$ cat config.mk
export PLATFORM = sky130hd
export DESIGN_NAME = streaming_top_k_kth_largest_flat
export DESIGN_NICKNAME = d
export VERILOG_FILES = /design/src/rtl/core/tkk_pkg.sv /design/src/rtl/core/tkk_if.sv /design/src/rtl/core/tkk_store.sv /design/src/rtl/core/streaming_top_k_kth_largest.sv /design/src/flat_wrapper.sv
export VERILOG_INCLUDE_DIRS = /design/src /design/src/rtl/core
export SDC_FILE = /design/constraint.sdc
export NUM_CORES = 2
export LEC_CHECK = 0
export ABC_CLOCK_PERIOD_IN_PS = 10500
export BUFFER_PORTS_ARGS = -buffer_cell sky130_fd_sc_hd__buf_2
export CAP_MARGIN = 20
export CORE_MARGIN = 5
export CORE_UTILIZATION = 59
export DETAILED_ROUTE_END_ITERATION = 8
export GPL_ROUTABILITY_DRIVEN = 1
export PLACE_DENSITY_LB_ADDON = 0.15
export RECOVER_POWER = 100
export SETUP_SLACK_MARGIN = 0.02
export SLEW_MARGIN = 20
export SYNTH_ARGS = -nofsm -noshare
export SYNTH_HDL_FRONTEND = slang
export SYNTH_SLANG_ARGS = --single-unit
$ cat constraint.sdc
create_clock -name clock -period 10.5 [get_ports clock]
set_input_delay 0 -clock clock [delete_from_list [all_inputs] [get_ports clock]]
set_output_delay 0 -clock clock [all_outputs]
set_load 0.02 [all_outputs]
$ cat src/rtl/core/streaming_top_k_kth_largest_defines.svh
// Assertion macros for the streaming top-k selection block.
// No dependencies; taken in by the top level with `include.
`ifndef STREAMING_TOP_K_KTH_LARGEST_DEFINES_SVH
`define STREAMING_TOP_K_KTH_LARGEST_DEFINES_SVH

// Same-cycle implication, disabled during reset
`define TKK_ASSERT_IMP(label, clk, rst, ante, cons, msg) \
   label: assert property (@(posedge clk) disable iff (rst) (ante) |-> (cons)) \
      else $error(msg);

// Next-cycle implication, disabled during reset
`define TKK_ASSERT_NXT(label, clk, rst, ante, cons, msg) \
   label: assert property (@(posedge clk) disable iff (rst) (ante) |=> (cons)) \
      else $error(msg);

`endif

$ cat src/rtl/core/tkk_pkg.sv
// Shared types and constants for the streaming top-k selection block.
// No dependencies.
package tkk_pkg;

   localparam int DATA_W        = 32;
   localparam int RANK_W        = 5;
   localparam int MAX_RANK_DEF  = 16;
   localparam logic [RANK_W-1:0] RANK_RESET = RANK_W'(1);

   // Control from the pipeline to the sorted store
   typedef struct packed {
      logic update;        // take the staged value this cycle
      logic end_of_array;  // report and empty the store after the insert
   } tkk_store_ctrl_type;

   typedef struct packed {
      logic signed [DATA_W-1:0] kth_value;
      logic                     rank_reached;
   } tkk_result_type;

endpackage

$ cat src/rtl/core/tkk_if.sv
// Valid/ready channel interfaces for request and response transactions.
// Depends on tkk_pkg.
interface tkk_req_if import tkk_pkg::*; ();
   logic                     valid;
   logic                     ready;
   logic signed [DATA_W-1:0] sample_value;
   logic                     end_of_array;

   modport source (output valid, output sample_value, output end_of_array, input ready);
   modport sink   (input valid, input sample_value, input end_of_array, output ready);
endinterface

interface tkk_rsp_if import tkk_pkg::*; ();
   logic                     valid;
   logic                     ready;
   logic signed [DATA_W-1:0] kth_value;
   logic                     rank_reached;

   modport source (output valid, output kth_value, output rank_reached, input ready);
   modport sink   (input valid, input kth_value, input rank_reached, output ready);
endinterface

$ cat src/rtl/core/tkk_store.sv
// Sorted compare-and-shift register file holding the largest values seen.
// Depends on tkk_pkg.
module tkk_store import tkk_pkg::*; #(
   parameter int MAX_RANK = MAX_RANK_DEF
) (
   input  logic                     clock,
   input  logic                     reset,
   input  tkk_store_ctrl_type       ctrl,
   input  logic signed [DATA_W-1:0] sample_value,
   input  logic [RANK_W-1:0]        rank_k,
   output tkk_result_type           result
);

   localparam int CNT_W = $clog2(MAX_RANK + 1);
   localparam int CMP_W = (CNT_W > RANK_W) ? CNT_W : RANK_W;

   logic signed [DATA_W-1:0] kept_ff [MAX_RANK];
   logic signed [DATA_W-1:0] kept_in [MAX_RANK];
   logic [CNT_W-1:0]         count_ff;
   logic [CNT_W-1:0]         count_in;
   logic [CNT_W-1:0]         count_after;
   logic [MAX_RANK-1:0]      take;
   logic [CMP_W-1:0]         rank_eff;
   logic [CMP_W-1:0]         rank_m1;
   logic signed [DATA_W-1:0] sel_value;

   // take[i]: new value lands at or above slot i; monotone along the array
   genvar g;
   generate
      for (g = 0; g < MAX_RANK; g++) begin : g_slot
         always_comb begin
            take[g] = (CNT_W'(g) >= count_ff) || (sample_value > kept_ff[g]);
         end
         if (g == 0) begin : g_head
            always_comb begin
               kept_in[g] = take[g] ? sample_value : kept_ff[g];
            end
         end else begin : g_body
            always_comb begin
               if (!take[g])
                  kept_in[g] = kept_ff[g];
               else if (!take[g-1])
                  kept_in[g] = sample_value;
               else
                  kept_in[g] = kept_ff[g-1];
            end
         end
      end
   endgenerate

   // A full store that drops the value keeps its count, so it saturates either way
   assign count_after = (count_ff == CNT_W'(MAX_RANK)) ? count_ff : count_ff + CNT_W'(1);
   assign count_in    = ctrl.end_of_array ? '0 : count_after;

   always_ff @(posedge clock) begin
      if (ctrl.update) begin
         for (int i = 0; i < MAX_RANK; i++) begin
            kept_ff[i] <= kept_in[i];
         end
      end
   end

   always_ff @(posedge clock) begin
      if (reset) begin
         count_ff <= '0;
      end else if (ctrl.update) begin
         count_ff <= count_in;
      end
   end

   // Rank zero behaves as rank one
   assign rank_eff = (rank_k == '0) ? CMP_W'(1) : CMP_W'(rank_k);
   assign rank_m1  = rank_eff - CMP_W'(1);

   always_comb begin
      sel_value = '0;
      for (int i = 0; i < MAX_RANK; i++) begin
         if (CMP_W'(i) == rank_m1)
            sel_value = kept_in[i];
      end
   end

   always_comb begin
      result.rank_reached = (rank_eff <= CMP_W'(MAX_RANK)) &&
                            (CMP_W'(count_after) >= rank_eff);
      result.kth_value    = result.rank_reached ? sel_value : '0;
   end

endmodule

$ cat src/rtl/core/streaming_top_k_kth_largest.sv
// Top level of the streaming top-k selection block: input stage, store, result stage.
// Depends on tkk_pkg, tkk_if (tkk_req_if, tkk_rsp_if), tkk_store and the defines header.
//
//   channel  | direction | payload                       | handshake
//   ---------+-----------+-------------------------------+----------------------
//   req_if   | in        | sample_value, end_of_array    | valid / ready
//   rsp_if   | out       | kth_value, rank_reached       | valid / ready
//   csr_*    | in        | rank_k (5 bits)               | csr_wr_en, no wait
//
// One transaction per cycle; a waiting result stalls only a following end-of-array
// element, and other elements keep flowing. The result register captures the store
// result as the last element leaves the input register. The store updates from the
// input register in one pass of compare-and-shift logic. Synchronous reset empties the
// store and sets rank_k to one; stored values need no reset.
`include "streaming_top_k_kth_largest_defines.svh"

module streaming_top_k_kth_largest import tkk_pkg::*; #(
   parameter int MAX_RANK = MAX_RANK_DEF
) (
   input  logic              clock,
   input  logic              reset,
   tkk_req_if.sink           req_if,
   tkk_rsp_if.source         rsp_if,
   input  logic              csr_wr_en,
   input  logic [RANK_W-1:0] csr_wr_data
);

   logic                     a_valid_ff;
   logic signed [DATA_W-1:0] a_value_ff;
   logic                     a_last_ff;
   logic                     a_adv;
   logic                     rsp_valid_ff;
   logic                     rsp_valid_in;
   tkk_result_type           rsp_data_ff;
   tkk_result_type           store_result;
   tkk_store_ctrl_type       store_ctrl;
   logic [RANK_W-1:0]        rank_ff;

   always_ff @(posedge clock) begin
      if (reset) begin
         rank_ff <= RANK_RESET;
      end else if (csr_wr_en) begin
         rank_ff <= csr_wr_data;
      end
   end

   // A last element needs the result register free (or draining) to move on
   assign a_adv = a_valid_ff && !(a_last_ff && rsp_valid_ff && !rsp_if.ready);
   assign req_if.ready = !a_valid_ff || a_adv;

   always_ff @(posedge clock) begin
      if (reset) begin
         a_valid_ff <= 1'b0;
      end else if (req_if.ready) begin
         a_valid_ff <= req_if.valid;
      end
   end

   always_ff @(posedge clock) begin
      if (req_if.ready && req_if.valid) begin
         a_value_ff <= req_if.sample_value;
         a_last_ff  <= req_if.end_of_array;
      end
   end

   always_comb begin
      store_ctrl.update       = a_adv;
      store_ctrl.end_of_array = a_last_ff;
   end

   tkk_store #(
      .MAX_RANK (MAX_RANK)
   ) u_store (
      .clock        (clock),
      .reset        (reset),
      .ctrl         (store_ctrl),
      .sample_value (a_value_ff),
      .rank_k       (rank_ff),
      .result       (store_result)
   );

   always_comb begin
      if (a_adv && a_last_ff)
         rsp_valid_in = 1'b1;
      else if (rsp_if.ready)
         rsp_valid_in = 1'b0;
      else
         rsp_valid_in = rsp_valid_ff;
   end

   always_ff @(posedge clock) begin
      if (reset) begin
         rsp_valid_ff <= 1'b0;
      end else begin
         rsp_valid_ff <= rsp_valid_in;
      end
   end

   always_ff @(posedge clock) begin
      if (a_adv && a_last_ff) begin
         rsp_data_ff <= store_result;
      end
   end

   assign rsp_if.valid        = rsp_valid_ff;
   assign rsp_if.kth_value    = rsp_data_ff.kth_value;
   assign rsp_if.rank_reached = rsp_data_ff.rank_reached;

   `TKK_ASSERT_NXT(a_last_gives_rsp, clock, reset, a_adv && a_last_ff, rsp_valid_ff, "end of array gave no result")
   `TKK_ASSERT_IMP(a_last_no_overrun, clock, reset, a_adv && a_last_ff, !rsp_valid_ff || rsp_if.ready, "result overwritten before taken")
   `TKK_ASSERT_NXT(a_mid_keeps_rsp, clock, reset, a_adv && !a_last_ff && rsp_valid_ff && !rsp_if.ready, rsp_valid_ff, "mid-array element disturbed waiting result")

endmodule
$ cat src/flat_wrapper.sv
// flat-port wrapper written by rule: the top's interface ports become plain ports
module streaming_top_k_kth_largest_flat import tkk_pkg::*;
#(
   parameter int MAX_RANK = MAX_RANK_DEF
)
  (clock, reset, csr_wr_en, csr_wr_data, req_if_valid, req_if_sample_value, req_if_end_of_array, req_if_ready, rsp_if_valid, rsp_if_kth_value, rsp_if_rank_reached, rsp_if_ready);
  tkk_req_if req_if_i ();
  tkk_rsp_if rsp_if_i ();
  input  logic clock;
  input  logic reset;
  input  logic csr_wr_en;
  input  logic [RANK_W-1:0] csr_wr_data;
  input wire logic [$bits(req_if_i.valid)-1:0] req_if_valid;
  input wire logic [$bits(req_if_i.sample_value)-1:0] req_if_sample_value;
  input wire logic [$bits(req_if_i.end_of_array)-1:0] req_if_end_of_array;
  output wire logic [$bits(req_if_i.ready)-1:0] req_if_ready;
  output wire logic [$bits(rsp_if_i.valid)-1:0] rsp_if_valid;
  output wire logic [$bits(rsp_if_i.kth_value)-1:0] rsp_if_kth_value;
  output wire logic [$bits(rsp_if_i.rank_reached)-1:0] rsp_if_rank_reached;
  input wire logic [$bits(rsp_if_i.ready)-1:0] rsp_if_ready;
  assign req_if_i.valid = req_if_valid;
  assign req_if_i.sample_value = req_if_sample_value;
  assign req_if_i.end_of_array = req_if_end_of_array;
  assign req_if_ready = req_if_i.ready;
  assign rsp_if_valid = rsp_if_i.valid;
  assign rsp_if_kth_value = rsp_if_i.kth_value;
  assign rsp_if_rank_reached = rsp_if_i.rank_reached;
  assign rsp_if_i.ready = rsp_if_ready;
  streaming_top_k_kth_largest #(.MAX_RANK(MAX_RANK)) u_core (.clock(clock), .reset(reset), .req_if(req_if_i), .rsp_if(rsp_if_i), .csr_wr_en(csr_wr_en), .csr_wr_data(csr_wr_data));
endmodule
* After elaboration in Yosys (flattened, before gate mapping)
Memory sizes are Yosys's and may differ from the RTL's.
Cells that the tools add are included.
** Word-level totals
- Logic and storage cells :: 144
- Bits in registers :: 78
- Output and inout bits :: 35
- Memories :: 1
- Input port bits :: 43
- RAM bits :: 512
** Cells by class
- Magnitude comparators :: 34
- Add/subtract/negate cells :: 2
- Reductions and logical operators :: 29
- Equality and inequality tests :: 16
- Mux-type cells :: 54
** Memories
- u_core.u_store.kept_ff :: words 16, bits a word 32, read ports 16, clocked after Yosys merged registers in 0, wr ports 16, line tkk_store.sv:17 : logic signed [DATA_W-1:0] kept_ff [MAX_RANK];
** Operator list (number)
- 32-bit two-way mux :: 47
- 32-bit greater-than comparator :: 16
- 4-bit by 5-bit equality test with 1-bit output (first input constant) :: 8
- 4-bit by 5-bit >= comparator with 1-bit output (first input constant) :: 8
- 3-bit by 5-bit equality test with 1-bit output (first input constant) :: 4
- 3-bit by 5-bit >= comparator with 1-bit output (first input constant) :: 4
- 1-bit logical OR :: 17
- 5-bit two-way mux :: 3
- 2-bit by 5-bit equality test with 1-bit output (first input constant) :: 2
- 1-bit by 5-bit >= comparator with 1-bit output (first input constant) :: 2
- 2-bit by 5-bit >= comparator with 1-bit output (first input constant) :: 2
- 5-bit logical NOT :: 2
- 1-bit logical AND :: 6
- 5-bit by 1-bit adder with 5-bit output (second input constant) :: 1
- 1-bit by 5-bit equality test with 1-bit output (first input constant) :: 1
- 5-bit equality test (second input constant) :: 1
- 5-bit >= comparator :: 1
- 5-bit less-or-equal comparator (second input constant) :: 1
- 5-bit by 1-bit subtractor with 5-bit output (second input constant) :: 1
- 1-bit two-way mux :: 4
- 1-bit logical NOT :: 3
- 2-bit nonzero test :: 1

* Logic depth before layout (Yosys ltp)
- Depth in word-level cells :: 20
- Mapped depth :: 18
- Gate-level depth less buffers :: 17

* Hierarchy
A second synthesis with hierarchy kept.
** Unflattened totals
- Cells, all modules :: 5234
- Area, all modules :: 47311.6 sq um
** By module, submodules not included
- tkk_store :: area an instance 45034.4 sq um, times used 1, sequential area each 15474.8 sq um, cells each 5140
- streaming_top_k_kth_largest :: area an instance 2277.2 sq um, times used 1, sequential area each 2122.0 sq um, cells each 94

* Worst setup path after synthesis
No wires, ideal clock.
- Path type :: flip-flop to flip-flop
- From :: register u_core.rsp_valid_ff, in the netlist u_core.rsp_if.valid
- To :: memory u_core.u_store.kept_ff[0][0] (enable)
- Data arrival time :: 10.569 ns
- Required time :: 9.644 ns
- Period minus slack after synthesis :: 11.425 ns
- Cell stages (with the launch flop) :: 5
- Library setup time :: 0.856 ns
- Buffers on the path :: 0
- Path slack :: -0.925 ns
- Path through :: dfxtp_1 nor2b_1 nand2_1 nand2_1 inv_1
** RTL lines
- start: declaration :: line streaming_top_k_kth_largest.sv:32 : logic rsp_valid_ff;
- start signal: assignment :: line streaming_top_k_kth_largest.sv:95 : rsp_valid_ff <= rsp_valid_in;
- end: declaration :: line tkk_store.sv:17

* Worst setup path in the final report
- From :: register u_core.a_value_ff[15]
- To :: register u_core.rsp_data_ff, in the netlist u_core.rsp_if.kth_value[27], data pin
** Between the ends
- Cells in the longest elaborated chain, start to end :: 19
- Elaborated cells between the ends (all ways) :: 79
- Those cells by class :: order compare: 16; mux: 47; reduce/logical: 16
** RTL lines
- start: declaration :: line streaming_top_k_kth_largest.sv:29 : logic signed [DATA_W-1:0] a_value_ff;
- start signal: assignment :: line streaming_top_k_kth_largest.sv:61 : a_value_ff <= req_if.sample_value;
- 32-bit greater-than comparator :: line tkk_store.sv:32 : take[g] = (CNT_W'(g) >= count_ff) || (sample_value > kept_ff[g]);
- 1-bit logical OR :: line tkk_store.sv:32
- 32-bit two-way mux (on tied branches) :: line tkk_store.sv:36, tkk_store.sv:42
- 32-bit two-way mux (on tied branches) :: line tkk_store.sv:78, tkk_store.sv:40
- 32-bit two-way mux (14 in a row) :: line tkk_store.sv:78 : if (CMP_W'(i) == rank_m1)
- 32-bit two-way mux * :: line tkk_store.sv:78
- end signal: assignment :: line streaming_top_k_kth_largest.sv:101 : rsp_data_ff <= store_result;
- end: declaration :: line streaming_top_k_kth_largest.sv:34 : tkk_result_type rsp_data_ff;
Mark *: on every way between the ends. The rest lies on a longest branch, timed or not.
A chain may end at the register's enable or synchronous reset.

==> metrics.md <==
| Metric | Value |
|---|---|
| Number of global-route vias before repair | 38.3k |
| Worst VDD drop | 113 µV |
| Number of CTS-inserted buffers | 72 |
| Initial drt markers | 5438 |
| Worst-path cell chain | clkbuf_1 > ha_1 > nand4_1 > or4_1 > a21o_1 > a31oi_1 > o211a_1 > buf_4 > mux2i_1 > a211oi_1 > a2111oi_0 > nand4_1 > a2111oi_2 > o21ai_1 |
| Cells after Synth | 5099 |
| P_int | 4.41 mW |
| EDFF count, synth | 578 |
| Layout cell share with drive strength beyond 1 | 0.0462 |
| Setup WS pre-CTS | 4.70 ns |
| Slew Viols, Final | 981 |
| Die area | 83700 µm² |
| Hold-fix buffers at CTS | 52 |
| Power per cell area | 124 nW/µm² |
| Core Util, Final | 0.645 |
| First-pass GRT wire length | 236000 µm |
| Chip height | 289 µm |
| Seq/Total Area, Yosys | 0.382 |
| Dpl hpwl | 115000 µm |
| Share of power burned in registers | 0.451 |
| Synthesized Nets | 5662 |
| Detail Route Antenna Nets | 0 |
| Crit path DAT | 8.30 ns |
| Main area contributors after synthesis | edfxtp_1 38%, ha_1 14%, mux2i_1 7.3%, a21oi_1 5.4%, inv_1 4.3% |
| Most frequent cells after synthesis | 578 x edfxtp_1, 533 x inv_1, 520 x ha_1 |
| Leak pwr | 22.4 nW |
| Final Power | 6.18 mW |
| Depth of the CTS H-tree | 3 |
| RSZ-0062 raised after global routing | no |
| CP Class | flop to flop |
| Hold Crit Class | input port to flop |
| CP bufs+invs | 2 |
| Cell taking the most area after synthesis | edfxtp_1 |
| Failing checks | capacitance limit, slew limit |
| Largest net degree at the start of global routing | 172 |
| CTS tree | built |
| Worst path most repeated cell | nand4_1 |
| Layout Nets | 5680 |
| Post-Syn Area per Cell | 9.02 µm² |
| Via/cell ratio | 6.57 |
| Post-synthesis async set-or-reset flop share | 0 |
| Clock root buffer | clkbuf_16 |
| Placer Congestion | 0.997 |
| Row count | 102 |
| IO buf count | 77 |
| Final setup viols | 0 |
| TritonRoute pass-1 iters | 7 |
| Slew HR | -2.13 |
| Mapped cell area | 46000 µm² |
| Slew at the pin closest to its max-slew limit | 4.69 ns |
| Crit path max fanout | 72 |
| Layout area overhead | 8.40% |
| Die width | 289 µm |
| Final hold vios | 0 |
| Largest stage delay, worst path | 1.33 ns |
| Clk pwr share | 0.389 |
| Worst skew pair latency | 0.64 ns |
| GRT Residual Overflow | 0 |
| Seq cells post-synth | 590 |
| Sw frac | 0.287 |
| Synth cell types | 82 |
| Placed inst area | 47500 µm² |
| Startpoint type of the worst setup path | flop |
| CTS sink cnt | 590 |
| Most frequent cell after synthesis | edfxtp_1 |
| Final setup margin | 2.55 ns |
| Core ar. | 77300 µm² |
| Vias | 40.8k |
| Logic pwr share | 0.160 |
| Yosys warning count | 0 |
| Max Clock Skew | 0.0247 ns |
| CTS Buffer Depth | 3 |
| Cell area after layout | 49900 µm² |
| Starting Density | 0.595 |
| Synth top area share | 0.377 |
| Dominant synthesized flop cell | edfxtp_1 |
| DR WL/cell | 25.9 µm |
| CP max stage cell | o211a_1 |
| Status | complete, but fails checks |
| Residual DRC | 0 |
| Num ports | 78 |
| Achievable Freq | 126 MHz |
| CP required | 10.85 ns |
| Final TNS setup | 0 ns |
| Max Cap Viol | 20 |
| Post-route clock period utilization | 0.757 |
| Post_cts resized | 0 |
| CTS clock-pin slew for the worst setup and hold paths | 0.06 ns |
| GRT Overall Usage | 0.372 |
| Post-CTS setup buffers | 0 |
| Initial antenna violation count | 11 |
| Total Wirelength | 161000 µm |
| Crit path capture type | flop |
| P_sw | 1.77 mW |
| Top delay family on crit path | compound AO/OA/AOI/OAI gates |
| Post-layout min period | 7.95 ns |
-- power groups by stage --
| stage | clock network (mW) | logic, mW | registers [mW] |
|---|---|---|---|
| after floorplan | 0 | 0.580 | 2.86 |
| after global placement | 0 | 0.929 | 2.82 |
| after detailed placement | 0 | 0.950 | 2.82 |
| after CTS | 2.41 | 0.974 | 2.78 |
| after global routing | 2.51 | 1.07 | 2.80 |
| final | 2.40 | 0.992 | 2.79 |
-- layout by cell type (no fill, tap or decap), drive strengths merged, types with 18 or more instances in the layout --
master       netlist  final
a2111oi           24     24
a211o             35     35
a211oi            80     80
a21o              49     49
a21oi            500    500
a221oi            34     34
a22oi             55     55
a31oi             68     68
and2              26     26
buf               92     94
clkbuf           188    183
dlygate4sd3        0     52
edfxtp           578    578
ha               520    520
inv              533    535
mux2i            337    337
nand2            468    468
nand2b            18     18
nand3            131    131
nand4            120    120
nor2             499    499
nor2b             22     22
nor3              59     59
nor4              22     22
o211ai            66     66
o21a              41     41
o21ai            277    277
o221ai            52     52
o22ai             27     27
-- cells by family (layout without fill, tap and decap cells) --
group,after synthesis,count (layout),synth area share
and+or+nand+nor,1441,1441,0.141
AOI/OAI and AO/OA,1389,1389,0.191
buffers and inverters,814,883,0.0687
DFF,590,590,0.382
adders and majority gates,520,520,0.141
muxes,341,341,0.0743
xor gates and xnor gates,4,4,0.000761
other,0,3,0
-- per-layer routing --
layer	track usage	wire length (µm)	up-vias
met5	0	45	-
met4	0.236	12000	6
met3	0.0692	17500	440
met2	0.563	69400	2392
met1	0.493	61800	19142
li1	-	-	18841
-- path summary, 6_finish.rpt --
check | start | end | slack (ns) | cells after the start
max | u_core.a_value_ff[15] | u_core.rsp_if.kth_value[27] | 2.55 | 14
min | rsp_if_ready | u_core.u_store.count_ff[1] | 0.09 | 6
max reg2reg | u_core.a_value_ff[15] | u_core.rsp_if.kth_value[27] | 2.55 | 14
min reg2reg | u_core.u_store.count_ff[0] | u_core.u_store.count_ff[0] | 0.54 | 2
-- state kept, by name, indices dropped and copies added, names as in the netlist --
| signal | cells |
|---|---|
| u_core.rsp_if.valid | 1 |
| u_core.rank_ff | 5 |
| u_core.u_store.kept_ff | 512 |
| u_core.a_last_ff | 1 |
| u_core.rsp_if.kth_value | 32 |
| u_core.a_value_ff | 32 |
| u_core.a_valid_ff | 1 |
| u_core.rsp_if.rank_reached | 1 |
| u_core.u_store.count_ff | 5 |
-- tightest hold or removal path, delay by kind of cell --
family          cells  cell delay (ns)
buf+inv             1             0.07
compound gates      1             0.06
simple gates        4             0.53
-- per-stage QoR --
stage                     cells  hold slack [ns]
after floorplan            5099           0.0691
after global placement     6031            0.177
after detailed placement   6031            0.178
after CTS                  6208           0.0638
after global routing       6208           0.0964
final                      6211           0.0899
-- area by class of cell --
cell class	instances	area, µm²
inverters	534	2010
diodes	3	7.51
repair buffers	224	1480
well taps	1040	1300
clock inverters	20	150
flip-flops and latches	590	17600
clock buffers	105	1990
fillers	6636	27500
multi-input cells	3695	25400
No activity file was read; power rests on OpenSTA's default activity.
